## config.mk

```make
export PLATFORM = sky130hd
export DESIGN_NAME = i2c_master_write_sequencer
export DESIGN_NICKNAME = d
export VERILOG_FILES = /design/src/rtl/i2cmw_pkg.sv /design/src/rtl/i2cmw_front.sv /design/src/rtl/i2cmw_seq.sv /design/src/rtl/i2c_master_write_sequencer.sv
export SDC_FILE = /design/constraint.sdc
export NUM_CORES = 1
export LEC_CHECK = 0
export CORE_ASPECT_RATIO = 0.5
export CORE_MARGIN = 10
export CORE_UTILIZATION = 60
export CTS_CLUSTER_DIAMETER = 50
export DETAILED_ROUTE_END_ITERATION = 10
export DONT_BUFFER_PORTS = 1
export HOLD_SLACK_MARGIN = 0.02
export MAX_ROUTING_LAYER = met4
export PLACE_DENSITY = 0.76
export RECOVER_POWER = 25
export SYNTH_ARGS = -nofsm -noshare
export SYNTH_HDL_FRONTEND = slang
export SYNTH_SLANG_ARGS = --single-unit
```

## constraint.sdc

```tcl
create_clock -name clk -period 7.16 [get_ports clk]
set_input_delay 0 -clock clk [delete_from_list [all_inputs] [get_ports clk]]
set_output_delay 0 -clock clk [all_outputs]
set_load 0.005 [all_outputs]
```

## src/rtl/i2cmw_pkg.sv

```systemverilog
// ----------------------------------------------------------------------------
// i2cmw_pkg - shared types and constants
// Phase codes, the queued item format and fixed widths of the sequencer.
// ----------------------------------------------------------------------------
package i2cmw_pkg;

  localparam int unsigned HOLD_W = 16;
  localparam logic [HOLD_W-1:0] HOLD_RESET = 16'd5;
  localparam logic [2:0] BIT_LAST = 3'd7;     // eighth bit of a byte
  localparam logic [7:0] MSB_MASK = 8'h80;

  typedef enum logic [3:0] {
    PH_IDLE      = 4'd0,
    PH_START     = 4'd1,
    PH_BIT_LOW   = 4'd2,
    PH_BIT_HIGH  = 4'd3,
    PH_ACK_LOW   = 4'd4,
    PH_ACK_HIGH  = 4'd5,
    PH_WAIT      = 4'd6,
    PH_STOP_LOW  = 4'd7,
    PH_STOP_HIGH = 4'd8,
    PH_STOP_END  = 4'd9
  } phase_t;

  // One classified input beat as it sits in the queue.
  typedef struct packed {
    logic       is_byte;
    logic [6:0] device_address;
    logic [7:0] data_byte;
    logic       last_byte;
    logic       sda_sample;
  } item_t;

  // Queue handshake between front and back.
  typedef struct packed {
    logic  valid;
    item_t item;
  } q_head_t;

endpackage

```

## src/rtl/i2cmw_front.sv

```systemverilog
// ----------------------------------------------------------------------------
// i2cmw_front - input beat acceptance, classification and two-entry queue
// Decodes the beat kind from tuser and buffers items for the sequencer.
// ----------------------------------------------------------------------------
module i2cmw_front (
  input  logic                clk,
  input  logic                rst_n,
  input  logic                in_tvalid,
  output logic                in_tready,
  input  logic [15:0]         in_tdata,   // device_address[6:0], data_byte[14:7], sda_sample[15]
  input  logic                in_tlast,   // last_byte
  input  logic                in_tuser,   // cmd: 0 tick, 1 queue a byte
  output i2cmw_pkg::q_head_t  q_head,
  input  logic                q_pop
);

  i2cmw_pkg::item_t mem_r [2];
  i2cmw_pkg::item_t in_item;
  logic [1:0] count_r, count_nxt;
  logic       wr_ptr_r, wr_ptr_nxt;
  logic       rd_ptr_r, rd_ptr_nxt;
  logic       push, pop;

  always_comb begin
    in_item.is_byte        = in_tuser;
    in_item.device_address = in_tdata[6:0];
    in_item.data_byte      = in_tdata[14:7];
    in_item.last_byte      = in_tlast;
    in_item.sda_sample     = in_tdata[15];
  end

  assign in_tready   = (count_r != 2'd2);
  assign push        = in_tvalid & in_tready;
  assign pop         = q_pop & (count_r != 2'd0);
  assign q_head.valid = (count_r != 2'd0);
  assign q_head.item  = mem_r[rd_ptr_r];

  always_comb begin
    wr_ptr_nxt = push ? ~wr_ptr_r : wr_ptr_r;
    rd_ptr_nxt = pop ? ~rd_ptr_r : rd_ptr_r;
    count_nxt  = count_r + {1'b0, push} - {1'b0, pop};
  end

  always_ff @(posedge clk) begin
    if (!rst_n) begin
      count_r  <= 2'd0;
      wr_ptr_r <= 1'b0;
      rd_ptr_r <= 1'b0;
    end else begin
      count_r  <= count_nxt;
      wr_ptr_r <= wr_ptr_nxt;
      rd_ptr_r <= rd_ptr_nxt;
    end
  end

  always_ff @(posedge clk) begin
    if (push) begin
      mem_r[wr_ptr_r] <= in_item;
    end
  end

endmodule

```

## src/rtl/i2cmw_seq.sv

```systemverilog
// ----------------------------------------------------------------------------
// i2cmw_seq - bus phase sequencer and result register
// Steps one queued item per cycle unless the held result beat is not taken.
// ----------------------------------------------------------------------------
module i2cmw_seq (
  input  logic                clk,
  input  logic                rst_n,
  input  i2cmw_pkg::q_head_t  q_head,
  output logic                q_pop,
  input  logic                cfg_wr_en,
  input  logic [15:0]         cfg_wr_data,
  output logic                out_tvalid,
  input  logic                out_tready,
  output logic [7:0]          out_tdata
);

  i2cmw_pkg::phase_t phase_r, phase_nxt;
  logic [3:0]  bit_index_r, bit_index_nxt;
  logic [7:0]  shift_byte_r, shift_byte_nxt;
  logic [15:0] tick_count_r, tick_count_nxt;
  logic        nack_flag_r, nack_flag_nxt;
  logic [7:0]  pending_byte_r, pending_byte_nxt;
  logic        pending_valid_r, pending_valid_nxt;
  logic        pending_last_r, pending_last_nxt;
  logic        current_last_r, current_last_nxt;
  logic [6:0]  target_address_r, target_address_nxt;
  logic        scl_r, scl_nxt;
  logic        sda_r, sda_nxt;
  logic [15:0] hold_r;
  logic        out_tvalid_r, out_tvalid_nxt;
  logic [7:0]  out_tdata_r, out_tdata_nxt;

  logic [15:0] hold_eff, tick_inc;
  logic        high_done, cur_bit, sda_in, tick_beat, byte_beat;
  logic        dropped, fin;

  assign q_pop     = q_head.valid & (~out_tvalid_r | out_tready);
  assign tick_beat = q_pop & ~q_head.item.is_byte;
  assign byte_beat = q_pop & q_head.item.is_byte;
  assign sda_in    = q_head.item.sda_sample;

  assign hold_eff  = (hold_r == 16'd0) ? 16'd1 : hold_r;
  assign tick_inc  = tick_count_r + 16'd1;
  assign high_done = (tick_inc >= hold_eff);
  assign cur_bit   = |((i2cmw_pkg::MSB_MASK >> bit_index_r[2:0]) & shift_byte_r);

  // Next phase.
  always_comb begin
    phase_nxt = phase_r;
    if (tick_beat) begin
      unique case (phase_r)
        i2cmw_pkg::PH_START:     phase_nxt = i2cmw_pkg::PH_BIT_LOW;
        i2cmw_pkg::PH_BIT_LOW:   phase_nxt = i2cmw_pkg::PH_BIT_HIGH;
        i2cmw_pkg::PH_BIT_HIGH: begin
          if (high_done) begin
            phase_nxt = (bit_index_r[2:0] == i2cmw_pkg::BIT_LAST) ?
                        i2cmw_pkg::PH_ACK_LOW : i2cmw_pkg::PH_BIT_LOW;
          end
        end
        i2cmw_pkg::PH_ACK_LOW:   phase_nxt = i2cmw_pkg::PH_ACK_HIGH;
        i2cmw_pkg::PH_ACK_HIGH: begin
          if (high_done) begin
            priority if (sda_in || current_last_r) begin
              phase_nxt = i2cmw_pkg::PH_STOP_LOW;
            end else if (pending_valid_r) begin
              phase_nxt = i2cmw_pkg::PH_BIT_LOW;
            end else begin
              phase_nxt = i2cmw_pkg::PH_WAIT;
            end
          end
        end
        i2cmw_pkg::PH_WAIT: begin
          if (pending_valid_r) phase_nxt = i2cmw_pkg::PH_BIT_LOW;
        end
        i2cmw_pkg::PH_STOP_LOW:  phase_nxt = i2cmw_pkg::PH_STOP_HIGH;
        i2cmw_pkg::PH_STOP_HIGH: phase_nxt = i2cmw_pkg::PH_STOP_END;
        i2cmw_pkg::PH_STOP_END:  phase_nxt = i2cmw_pkg::PH_IDLE;
        default: begin
          phase_nxt = pending_valid_r ? i2cmw_pkg::PH_START : i2cmw_pkg::PH_IDLE;
        end
      endcase
    end
  end

  // Datapath, pending slot, driven levels and result beat.
  always_comb begin
    bit_index_nxt      = bit_index_r;
    shift_byte_nxt     = shift_byte_r;
    tick_count_nxt     = tick_count_r;
    nack_flag_nxt      = nack_flag_r;
    pending_byte_nxt   = pending_byte_r;
    pending_valid_nxt  = pending_valid_r;
    pending_last_nxt   = pending_last_r;
    current_last_nxt   = current_last_r;
    target_address_nxt = target_address_r;
    scl_nxt            = scl_r;
    sda_nxt            = sda_r;
    dropped            = 1'b0;
    fin                = 1'b0;

    if (byte_beat) begin
      if (pending_valid_r) begin
        dropped = 1'b1;
      end else begin
        if (phase_r == i2cmw_pkg::PH_IDLE || current_last_r) begin
          target_address_nxt = q_head.item.device_address;
        end
        pending_byte_nxt  = q_head.item.data_byte;
        pending_last_nxt  = q_head.item.last_byte;
        pending_valid_nxt = 1'b1;
      end
    end else if (tick_beat) begin
      unique case (phase_r)
        i2cmw_pkg::PH_START: begin
          scl_nxt        = 1'b1;
          sda_nxt        = 1'b0;
          shift_byte_nxt = {target_address_r, 1'b0};
          bit_index_nxt  = 4'd0;
          tick_count_nxt = 16'd0;
        end
        i2cmw_pkg::PH_BIT_LOW: begin
          scl_nxt        = 1'b0;
          sda_nxt        = cur_bit;
          tick_count_nxt = 16'd0;
        end
        i2cmw_pkg::PH_BIT_HIGH: begin
          scl_nxt        = 1'b1;
          sda_nxt        = cur_bit;
          tick_count_nxt = high_done ? 16'd0 : tick_inc;
          if (high_done) begin
            bit_index_nxt = (bit_index_r[2:0] == i2cmw_pkg::BIT_LAST) ?
                            4'd0 : bit_index_r + 4'd1;
          end
        end
        i2cmw_pkg::PH_ACK_LOW: begin
          scl_nxt        = 1'b0;
          sda_nxt        = 1'b1;
          tick_count_nxt = 16'd0;
        end
        i2cmw_pkg::PH_ACK_HIGH: begin
          scl_nxt        = 1'b1;
          sda_nxt        = 1'b1;
          tick_count_nxt = high_done ? 16'd0 : tick_inc;
          if (high_done) begin
            priority if (sda_in) begin
              // NACK: drop a byte still queued for this transaction.
              nack_flag_nxt    = 1'b1;
              if (!current_last_r) pending_valid_nxt = 1'b0;
              current_last_nxt = 1'b1;
            end else if (current_last_r) begin
              current_last_nxt = current_last_r;
            end else if (pending_valid_r) begin
              shift_byte_nxt    = pending_byte_r;
              current_last_nxt  = pending_last_r;
              pending_valid_nxt = 1'b0;
              bit_index_nxt     = 4'd0;
              tick_count_nxt    = 16'd0;
            end else begin
              current_last_nxt = current_last_r;
            end
          end
        end
        i2cmw_pkg::PH_WAIT: begin
          scl_nxt = 1'b0;
          sda_nxt = 1'b1;
          if (pending_valid_r) begin
            shift_byte_nxt    = pending_byte_r;
            current_last_nxt  = pending_last_r;
            pending_valid_nxt = 1'b0;
            bit_index_nxt     = 4'd0;
            tick_count_nxt    = 16'd0;
          end
        end
        i2cmw_pkg::PH_STOP_LOW: begin
          scl_nxt = 1'b0;
          sda_nxt = 1'b0;
        end
        i2cmw_pkg::PH_STOP_HIGH: begin
          scl_nxt = 1'b1;
          sda_nxt = 1'b0;
        end
        i2cmw_pkg::PH_STOP_END: begin
          scl_nxt = 1'b1;
          sda_nxt = 1'b1;
          fin     = 1'b1;
        end
        default: begin
          scl_nxt = 1'b1;
          sda_nxt = 1'b1;
          if (pending_valid_r) begin
            nack_flag_nxt    = 1'b0;
            current_last_nxt = 1'b0;
          end
        end
      endcase
    end

    out_tdata_nxt  = {1'b0, fin & nack_flag_r, fin, dropped,
                      (phase_nxt != i2cmw_pkg::PH_IDLE), ~pending_valid_nxt,
                      sda_nxt, scl_nxt};
    out_tvalid_nxt = q_pop ? 1'b1 : (out_tready ? 1'b0 : out_tvalid_r);
  end

  always_ff @(posedge clk) begin
    if (!rst_n) begin
      phase_r          <= i2cmw_pkg::PH_IDLE;
      bit_index_r      <= 4'd0;
      shift_byte_r     <= 8'd0;
      tick_count_r     <= 16'd0;
      nack_flag_r      <= 1'b0;
      pending_valid_r  <= 1'b0;
      pending_last_r   <= 1'b0;
      current_last_r   <= 1'b0;
      target_address_r <= 7'd0;
      scl_r            <= 1'b1;
      sda_r            <= 1'b1;
      hold_r           <= i2cmw_pkg::HOLD_RESET;
      out_tvalid_r     <= 1'b0;
    end else begin
      phase_r          <= phase_nxt;
      bit_index_r      <= bit_index_nxt;
      shift_byte_r     <= shift_byte_nxt;
      tick_count_r     <= tick_count_nxt;
      nack_flag_r      <= nack_flag_nxt;
      pending_valid_r  <= pending_valid_nxt;
      pending_last_r   <= pending_last_nxt;
      current_last_r   <= current_last_nxt;
      target_address_r <= target_address_nxt;
      scl_r            <= scl_nxt;
      sda_r            <= sda_nxt;
      if (cfg_wr_en) hold_r <= cfg_wr_data;
      out_tvalid_r     <= out_tvalid_nxt;
    end
  end

  always_ff @(posedge clk) begin
    pending_byte_r <= pending_byte_nxt;
    if (q_pop) out_tdata_r <= out_tdata_nxt;
  end

  assign out_tvalid = out_tvalid_r;
  assign out_tdata  = out_tdata_r;

endmodule

```

## src/rtl/i2c_master_write_sequencer.sv

```systemverilog
// An accepted beat enters the queue; its result is registered as the sequencer pops it.
// Throughput: one beat per cycle; one queued item stepped each cycle unless out_ stalls.
// A two-entry queue parts intake from the sequencer; the result register parts it from out_.
// Reset: synchronous on rst_n low; clears queue, phase goes idle, SCL/SDA read high,
// high_hold_ticks returns to 5. No clearing pass is needed.
// ----------------------------------------------------------------------------
// i2c_master_write_sequencer - I2C master write transaction sequencer
// Tick beats step the bus through start, address, data, acknowledge and stop;
// byte beats fill a single pending slot. Each beat yields one result beat.
// ----------------------------------------------------------------------------
module i2c_master_write_sequencer (
  input  logic        clk,
  input  logic        rst_n,
  // input stream
  input  logic        in_tvalid,
  output logic        in_tready,
  input  logic [15:0] in_tdata,   // device_address[6:0], data_byte[14:7], sda_sample[15]
  input  logic        in_tlast,   // last_byte
  input  logic        in_tuser,   // cmd: 0 tick with bus sample, 1 queue a byte
  // result stream
  output logic        out_tvalid,
  input  logic        out_tready,
  output logic [7:0]  out_tdata,  // scl_level[0], sda_level[1], wants_byte[2], busy_res[3],
                                  // byte_dropped[4], finished[5], nack_seen[6], zero[7]
  // configuration: high_hold_ticks
  input  logic        cfg_wr_en,
  input  logic [15:0] cfg_wr_data
);

  // Queue head offered to the sequencer, and its pop strobe.
  i2cmw_pkg::q_head_t q_head;
  logic               q_pop;

  // Front: accept and classify beats, hold them in a short queue.
  i2cmw_front u_front (
    .clk       (clk),
    .rst_n     (rst_n),
    .in_tvalid (in_tvalid),
    .in_tready (in_tready),
    .in_tdata  (in_tdata),
    .in_tlast  (in_tlast),
    .in_tuser  (in_tuser),
    .q_head    (q_head),
    .q_pop     (q_pop)
  );

  // Back: advance the bus phase per item; hold the result until out_ takes it.
  i2cmw_seq u_seq (
    .clk         (clk),
    .rst_n       (rst_n),
    .q_head      (q_head),
    .q_pop       (q_pop),
    .cfg_wr_en   (cfg_wr_en),
    .cfg_wr_data (cfg_wr_data),
    .out_tvalid  (out_tvalid),
    .out_tready  (out_tready),
    .out_tdata   (out_tdata)
  );

endmodule

```

* After elaboration in Yosys (flattened, before gate mapping)
Memories as Yosys holds them, arrays and structs flattened. A register that Yosys moved wholly into a read port is not among the register bits.
Index checks and enable logic that the tools add are counted.
** Word-level totals
- Register bits after elaboration :: 81
- Latch bits :: 0
- RAM bits :: 36
- Memory bits (read-only) :: 0
- Input port bits :: 39
- Logic and storage cells :: 145
- Memories kept :: 1
** Memory list
- u_front.mem_r :: words 2, bits a word 18, rd ports 1, clocked after memory_dff 1, wr ports 1, RTL line i2cmw_front.sv:17 : i2cmw_pkg::item_t mem_r [2];
** Cells by class
- Add/sub/neg operators :: 4
- Multiply operators :: 0
- Divide/modulo/power cells :: 0
- Magnitude comparators :: 1
- Equal/unequal tests :: 17
- Shift operators :: 1
- Muxes and demuxes :: 60
- Bitwise logic cells :: 17
- Reductions and logical operators :: 25
** Operators with widths (number)
- $mux 16 :: 7
- $pmux 16 s4 :: 1
- $mux 4 :: 11
- $pmux 4 s9 :: 1
- $mux 8 :: 4
- $mux 1 :: 28
- $pmux 8 s3 :: 1
- $reduce_and 6->1 :: 3
- $add 16x1->16 const B :: 1
- $eq 4x3->1 const B :: 4
- $ge 16x16->1 :: 1
- $logic_not 16->1 :: 1
- $pmux 4 s4 :: 1
- $reduce_or 8->1 :: 2
- $reduce_bool 4->1 :: 3
- $not 1->1 :: 9
- $and 8x8->8 :: 1
- $eq 4x2->1 const B :: 2
- $eq 4x4->1 const B :: 2
- $ne 2x1->1 const B :: 4
- $shr 8x3->8 const A :: 1
- $reduce_and 7->1 :: 1
- $reduce_or 7->1 :: 1
- $and 1x1->1 :: 6
- other kinds (20) :: 29

* Logic depth before layout (Yosys ltp)
- Word-level depth :: 9
- Gate-level depth with buffers :: 17
- Mapped depth without buffers :: 14

* Cells and area by module
From an unflattened synthesis, not the netlist that was laid out.
** Unflattened totals
- Cell total of the unflattened synthesis :: 537
- Area total of the unflattened synthesis :: 5703.0 sq um
** Modules (own cells, without submodules)
- i2cmw_seq :: instances 1, cells each 457, area each 4115.2 sq um, seq. area each 1671.6 sq um
- i2cmw_front :: instances 1, cells each 80, area each 1587.8 sq um, seq. area each 1181.1 sq um

* Worst setup path before layout
Ideal clock, no wire load.
- Path kind :: reg2reg
- Start :: reg u_seq.tick_count_r[0]
- End :: reg u_seq.out_tdata_r[3] (netlist: u_seq.out_tdata[3]) (data pin)
- Data arrival time :: 3262 ps
- Data required time :: 6889 ps
- Slack :: 3627 ps
- Cell stages (with the launch flop) :: 17
- Buffers on the path :: 2
- Period minus slack after synthesis :: 3533 ps
- Cells stage by stage :: dfxtp_1 ha_1 nand3_1 nor3_1 and3_1 clkbuf_1 nand3_1 xnor2_1 ha_1 nand4_1 nor3_1 o311ai_1 nand3_1 buf_2 o21ai_0 o31ai_1 nand4_1
** On the way
- Word-level cells in the longest chain between the ends :: 6
- Elaborated cells between the ends (all ways) :: 7
** RTL lines
- start, declared :: RTL line i2cmw_seq.sv:20 : logic [15:0] tick_count_r, tick_count_nxt;
- start signal, assigned :: RTL line i2cmw_seq.sv:223 : tick_count_r <= tick_count_nxt;
- $add 16x1->16 * :: RTL line i2cmw_seq.sv:43 : assign tick_inc = tick_count_r + 16'd1;
- $ge 16x16->1 * :: RTL line i2cmw_seq.sv:44 : assign high_done = (tick_inc >= hold_eff);
- $mux 4, on equally long branches :: RTL line i2cmw_seq.sv:62, i2cmw_seq.sv:55
- $pmux 4 s9 * :: RTL line i2cmw_seq.sv:51 : unique case (phase_r)
- $mux 4 * :: RTL line i2cmw_seq.sv:50 : if (tick_beat) begin
- $reduce_bool 4->1 * :: RTL line i2cmw_seq.sv:199 : (phase_nxt != i2cmw_pkg::PH_IDLE), ~pending_valid_nxt,
- via u_seq.out_tdata_nxt[3] :: RTL line i2cmw_seq.sv:31 : logic [7:0] out_tdata_r, out_tdata_nxt;
- end signal, assigned :: RTL line i2cmw_seq.sv:238 : if (q_pop) out_tdata_r <= out_tdata_nxt;
- end, declared :: RTL line i2cmw_seq.sv:31
The timed path passes the listed nets; every way through them passes the cells marked *.
A chain may end at the register's enable or synchronous reset.

* Worst setup path in the final report
- Start :: reg u_seq.tick_count_r[0]
- End :: reg u_seq.tick_count_r[8]
** On the way
- Word-level cells in the longest chain between the ends :: 8
** RTL lines
- $add 16x1->16 * :: RTL line i2cmw_seq.sv:43
- $ge 16x16->1 :: RTL line i2cmw_seq.sv:44
- $mux 16 :: RTL line i2cmw_seq.sv:129, i2cmw_seq.sv:143
- $mux 16 :: RTL line i2cmw_seq.sv:152 : end else if (pending_valid_r) begin
- $mux 16 :: RTL line i2cmw_seq.sv:150 : end else if (current_last_r) begin
- $mux 16 :: RTL line i2cmw_seq.sv:145 : priority if (sda_in) begin
- $mux 16 :: RTL line i2cmw_seq.sv:144 : if (high_done) begin
- $pmux 16 s4 * :: RTL line i2cmw_seq.sv:113 : unique case (phase_r)
Mark *: on every way between the ends. The rest lies on a longest branch, timed or not.

==> reports/results.txt <==
Status -> finished clean
CP Capture Type -> flop
Tot Pwr -> 2.118 mW
Post-layout minimum cycle time -> 4338 ps
DR vias/cell -> 5.765
Most used DFF post-synth -> dfxtp_1
Ys async rst share -> 0%
CTS resizes -> 0
Rel. slew slack -> 30.29%
Root buf cell -> clkbuf_16
Setup repair after global routing missed its margin -> no
Port buffer count -> 0
Full die area -> 13860 sq um
Top cell type's share of synthesized area -> 27.29%
Net Sw Power -> 598.7 uW
Dpl hpwl -> 7220 microns
Via count -> 3995
Insertion delay to the later sink of the worst-skew pair -> 420 ps
Share of cells above drive strength 1 -> 11.28%
Int Power -> 1.519 mW
CTS sink cnt -> 117
CTS tree -> yes
Max FO, Critical Path -> 16
Initial DRC Count -> 151
Initial core utilization -> 62.92%
Clk pwr share -> 42.3%
Die H -> 88.39 microns
Syn_area_per_cell -> 10.51 sq um
Pwr/cell area -> 317.7 nW/um^2
Final #Nets -> 627
Slew Viols, Final -> 0
Core Rows -> 24
Clk_skew -> 10.57 ps
Placed Cells -> 622
Main area contributors after synthesis -> edfxtp_1 (27%), dfxtp_1 (24%), mux2i_1 (6.2%)
CP arrival -> 4700 ps
Number of synthesized flops with an enable pin -> 51
Setup crit start kind -> flop
Mapped Cells -> 534
Critical path class -> reg2reg
Reg2Reg Setup Slack -> 2820 ps
Cell type with the largest total area after synthesis -> edfxtp_1
Sequential share of power -> 42.1%
Seq/Total Area, Yosys -> 50.84%
Gate power share -> 15.6%
Drt wl/cell -> 17.80 microns
First-pass GRT wire length -> 20760 microns
Postcts setup bufs -> 0
Warnings from Yosys -> 0
Slew @ Worst Pin -> 1044 ps
Syn_nets -> 598
Core area -> 8919 sq um
DRC viols -> 0
Netlist Area Pre-Place -> 5612 sq um
Initial antenna violation count -> 0
Synthesis-stage register bit count -> 117
Antenna violation net count after detailed routing -> 0
Final setup fails -> 0
Clk slew on worst S/H paths -> 60 ps
Switch share -> 28.27%
Fin util -> 74.73%
Post-cts hold buffer count -> 39
Area growth syn-to-layout -> 18.77%
Die Wd -> 156.8 microns
P_leak -> 2.653 nW
Total iterations of the first detailed-routing run -> 4
Overflow after GRT -> 0
Antenna Cells -> 0
WL final -> 12330 microns
All-Layer GR Usage -> 19.48%
RD Place Congestion -> 0.8636
Setup_tns -> 0 ps
FMAX -> 230.5 MHz
Library cells used by synthesis -> 59
VDD IR max -> 0.2716 mV
Multi-input logic area -> 2537 sq um
Max Cap Viol -> 0
CTS Buffer Depth -> 2
H-tree depth -> 4
Number of global-route vias before repair -> 4136
Largest net degree at the start of global routing -> 37
Non-filler cells, final -> 693
Worst Path Required -> 7520 ps
Period utilization -> 60.59%
TritonCTS buffer count -> 17
Hold Crit Class -> in2reg
Hold Violations, Final -> 0
Filler cells -> 601
FF+latch area -> 2853 sq um
Number of top-level pins -> 49
-- power groups by stage --
stage | logic, mW | clock network, mW | registers [mW]
finish | 0.331 | 0.896 | 0.891
global route | 0.370 | 0.935 | 0.903
CTS | 0.326 | 0.902 | 0.889
detailed placement | 0.296 | 0 | 0.900
global placement | 0.290 | 0 | 0.896
floorplan | 0.268 | 0 | 0.858
-- synthesized netlist by cell type (all sizes together), types with 10 or more instances --
| cell type | count |
|---|---|
| a211oi | 11 |
| a21o | 10 |
| a21oi | 17 |
| and3 | 11 |
| clkbuf | 23 |
| dfxtp | 66 |
| edfxtp | 51 |
| ha | 25 |
| inv | 22 |
| mux2 | 18 |
| mux2i | 36 |
| nand2 | 47 |
| nand3 | 12 |
| nor2 | 57 |
| nor3 | 11 |
| o21ai | 11 |
| xnor2 | 10 |
-- layout make-up --
type / instances / area share (%)
clock buffers: 17 / 6.383
repair buffers: 42 / 6.345
multi-input cells: 362 / 38.07
clock inverters: 15 / 2.910
flip-flops and latches: 117 / 42.80
well taps: 117 / 2.196
inverters: 23 / 1.295
-- stage by stage --
stage               instance area, sq um  setup slack [ps]  hold WS [ps]
global placement                    5645              3058         69.90
CTS                                 6665              2823         210.5
detailed placement                  5645              2843         70.30
floorplan                           5612              3627         98.87
finish                              6665              2822         233.1
global route                        6665              2328         232.0
-- worst max-delay path: stages, from the launching register on --
cell     delay, ps
dfxtp_1        420
ha_1           260
nand3_1        150
nor3_1         430
and3_1         330
nand3_1        130
xnor2_1        240
ha_1           290
nand2_1         70
o21ai_0         80
nor4_1         280
nand3_1        380
nor4_4         820
and2_1         220
o221a_2        170
-- per-layer routing --
layer | track usage [%] | share of wire (%) | vias up
met5 | - | 0 | -
met4 | 7.149 | 1.3 | 0
met3 | 6.053 | 5.6 | 17
met2 | 31.78 | 48 | 96
met1 | 22.47 | 46 | 1909
li1 | - | - | 1973
-- layout by cell type (no fill, tap or decap), types with 5 or more instances in the layout --
cell type and n:
dfxtp_1 66, mux2_2 18, nor4_1 6, inv_6 5, and2_1 7, nand3_1 12
a21oi_1 17, clkbuf_16 17, edfxtp_1 51, nor3_1 10, mux2i_1 35, nor2_1 57
a21o_1 10, ha_1 25, dlygate4sd3_1 38, nand2_1 46, o211ai_1 7, xor2_1 9
inv_1 22, xnor2_1 10, a211oi_1 11, o21ai_0 11, nor2b_1 6, and3_1 11
a22oi_1 9
-- flip-flops by register name, indices dropped and copies added, names as in the netlist, 2 cells and up, named ones only --
signal	count
u_seq.bit_index_r	3
u_seq.out_tdata	7
u_seq.hold_r	16
u_seq.phase_r	4
u_front.mem_r	36
u_seq.shift_byte_r	8
u_seq.target_address_r	7
u_seq.pending_byte_r	8
u_front.count_r	2
u_seq.tick_count_r	16
-- path summary, 6_finish.rpt --
kind                                       from                                 end  cells past startpoint
max          u_seq.tick_count_r[0]$_SDFFE_PN0P_  u_seq.tick_count_r[8]$_SDFFE_PN0P_                     14
min                                 in_tdata[6]      u_front.mem_r[0][16]$_DFFE_PP_                      1
max reg2reg  u_seq.tick_count_r[0]$_SDFFE_PN0P_  u_seq.tick_count_r[8]$_SDFFE_PN0P_                     14
min reg2reg  u_seq.shift_byte_r[0]$_SDFFE_PN0P_  u_seq.shift_byte_r[0]$_SDFFE_PN0P_                      2
-- cells by family after synthesis --
logic type,share of synthesized area (%)
buffers and inverters,4.058
other,0.06683
AOI/OAI and AO/OA,10.52
DFF,50.84
xor gates and xnor gates,2.965
adders and majority gates,5.753
and+or+nand+nor,15.54
muxes,10.26
Power figures use the tool's default switching activity.
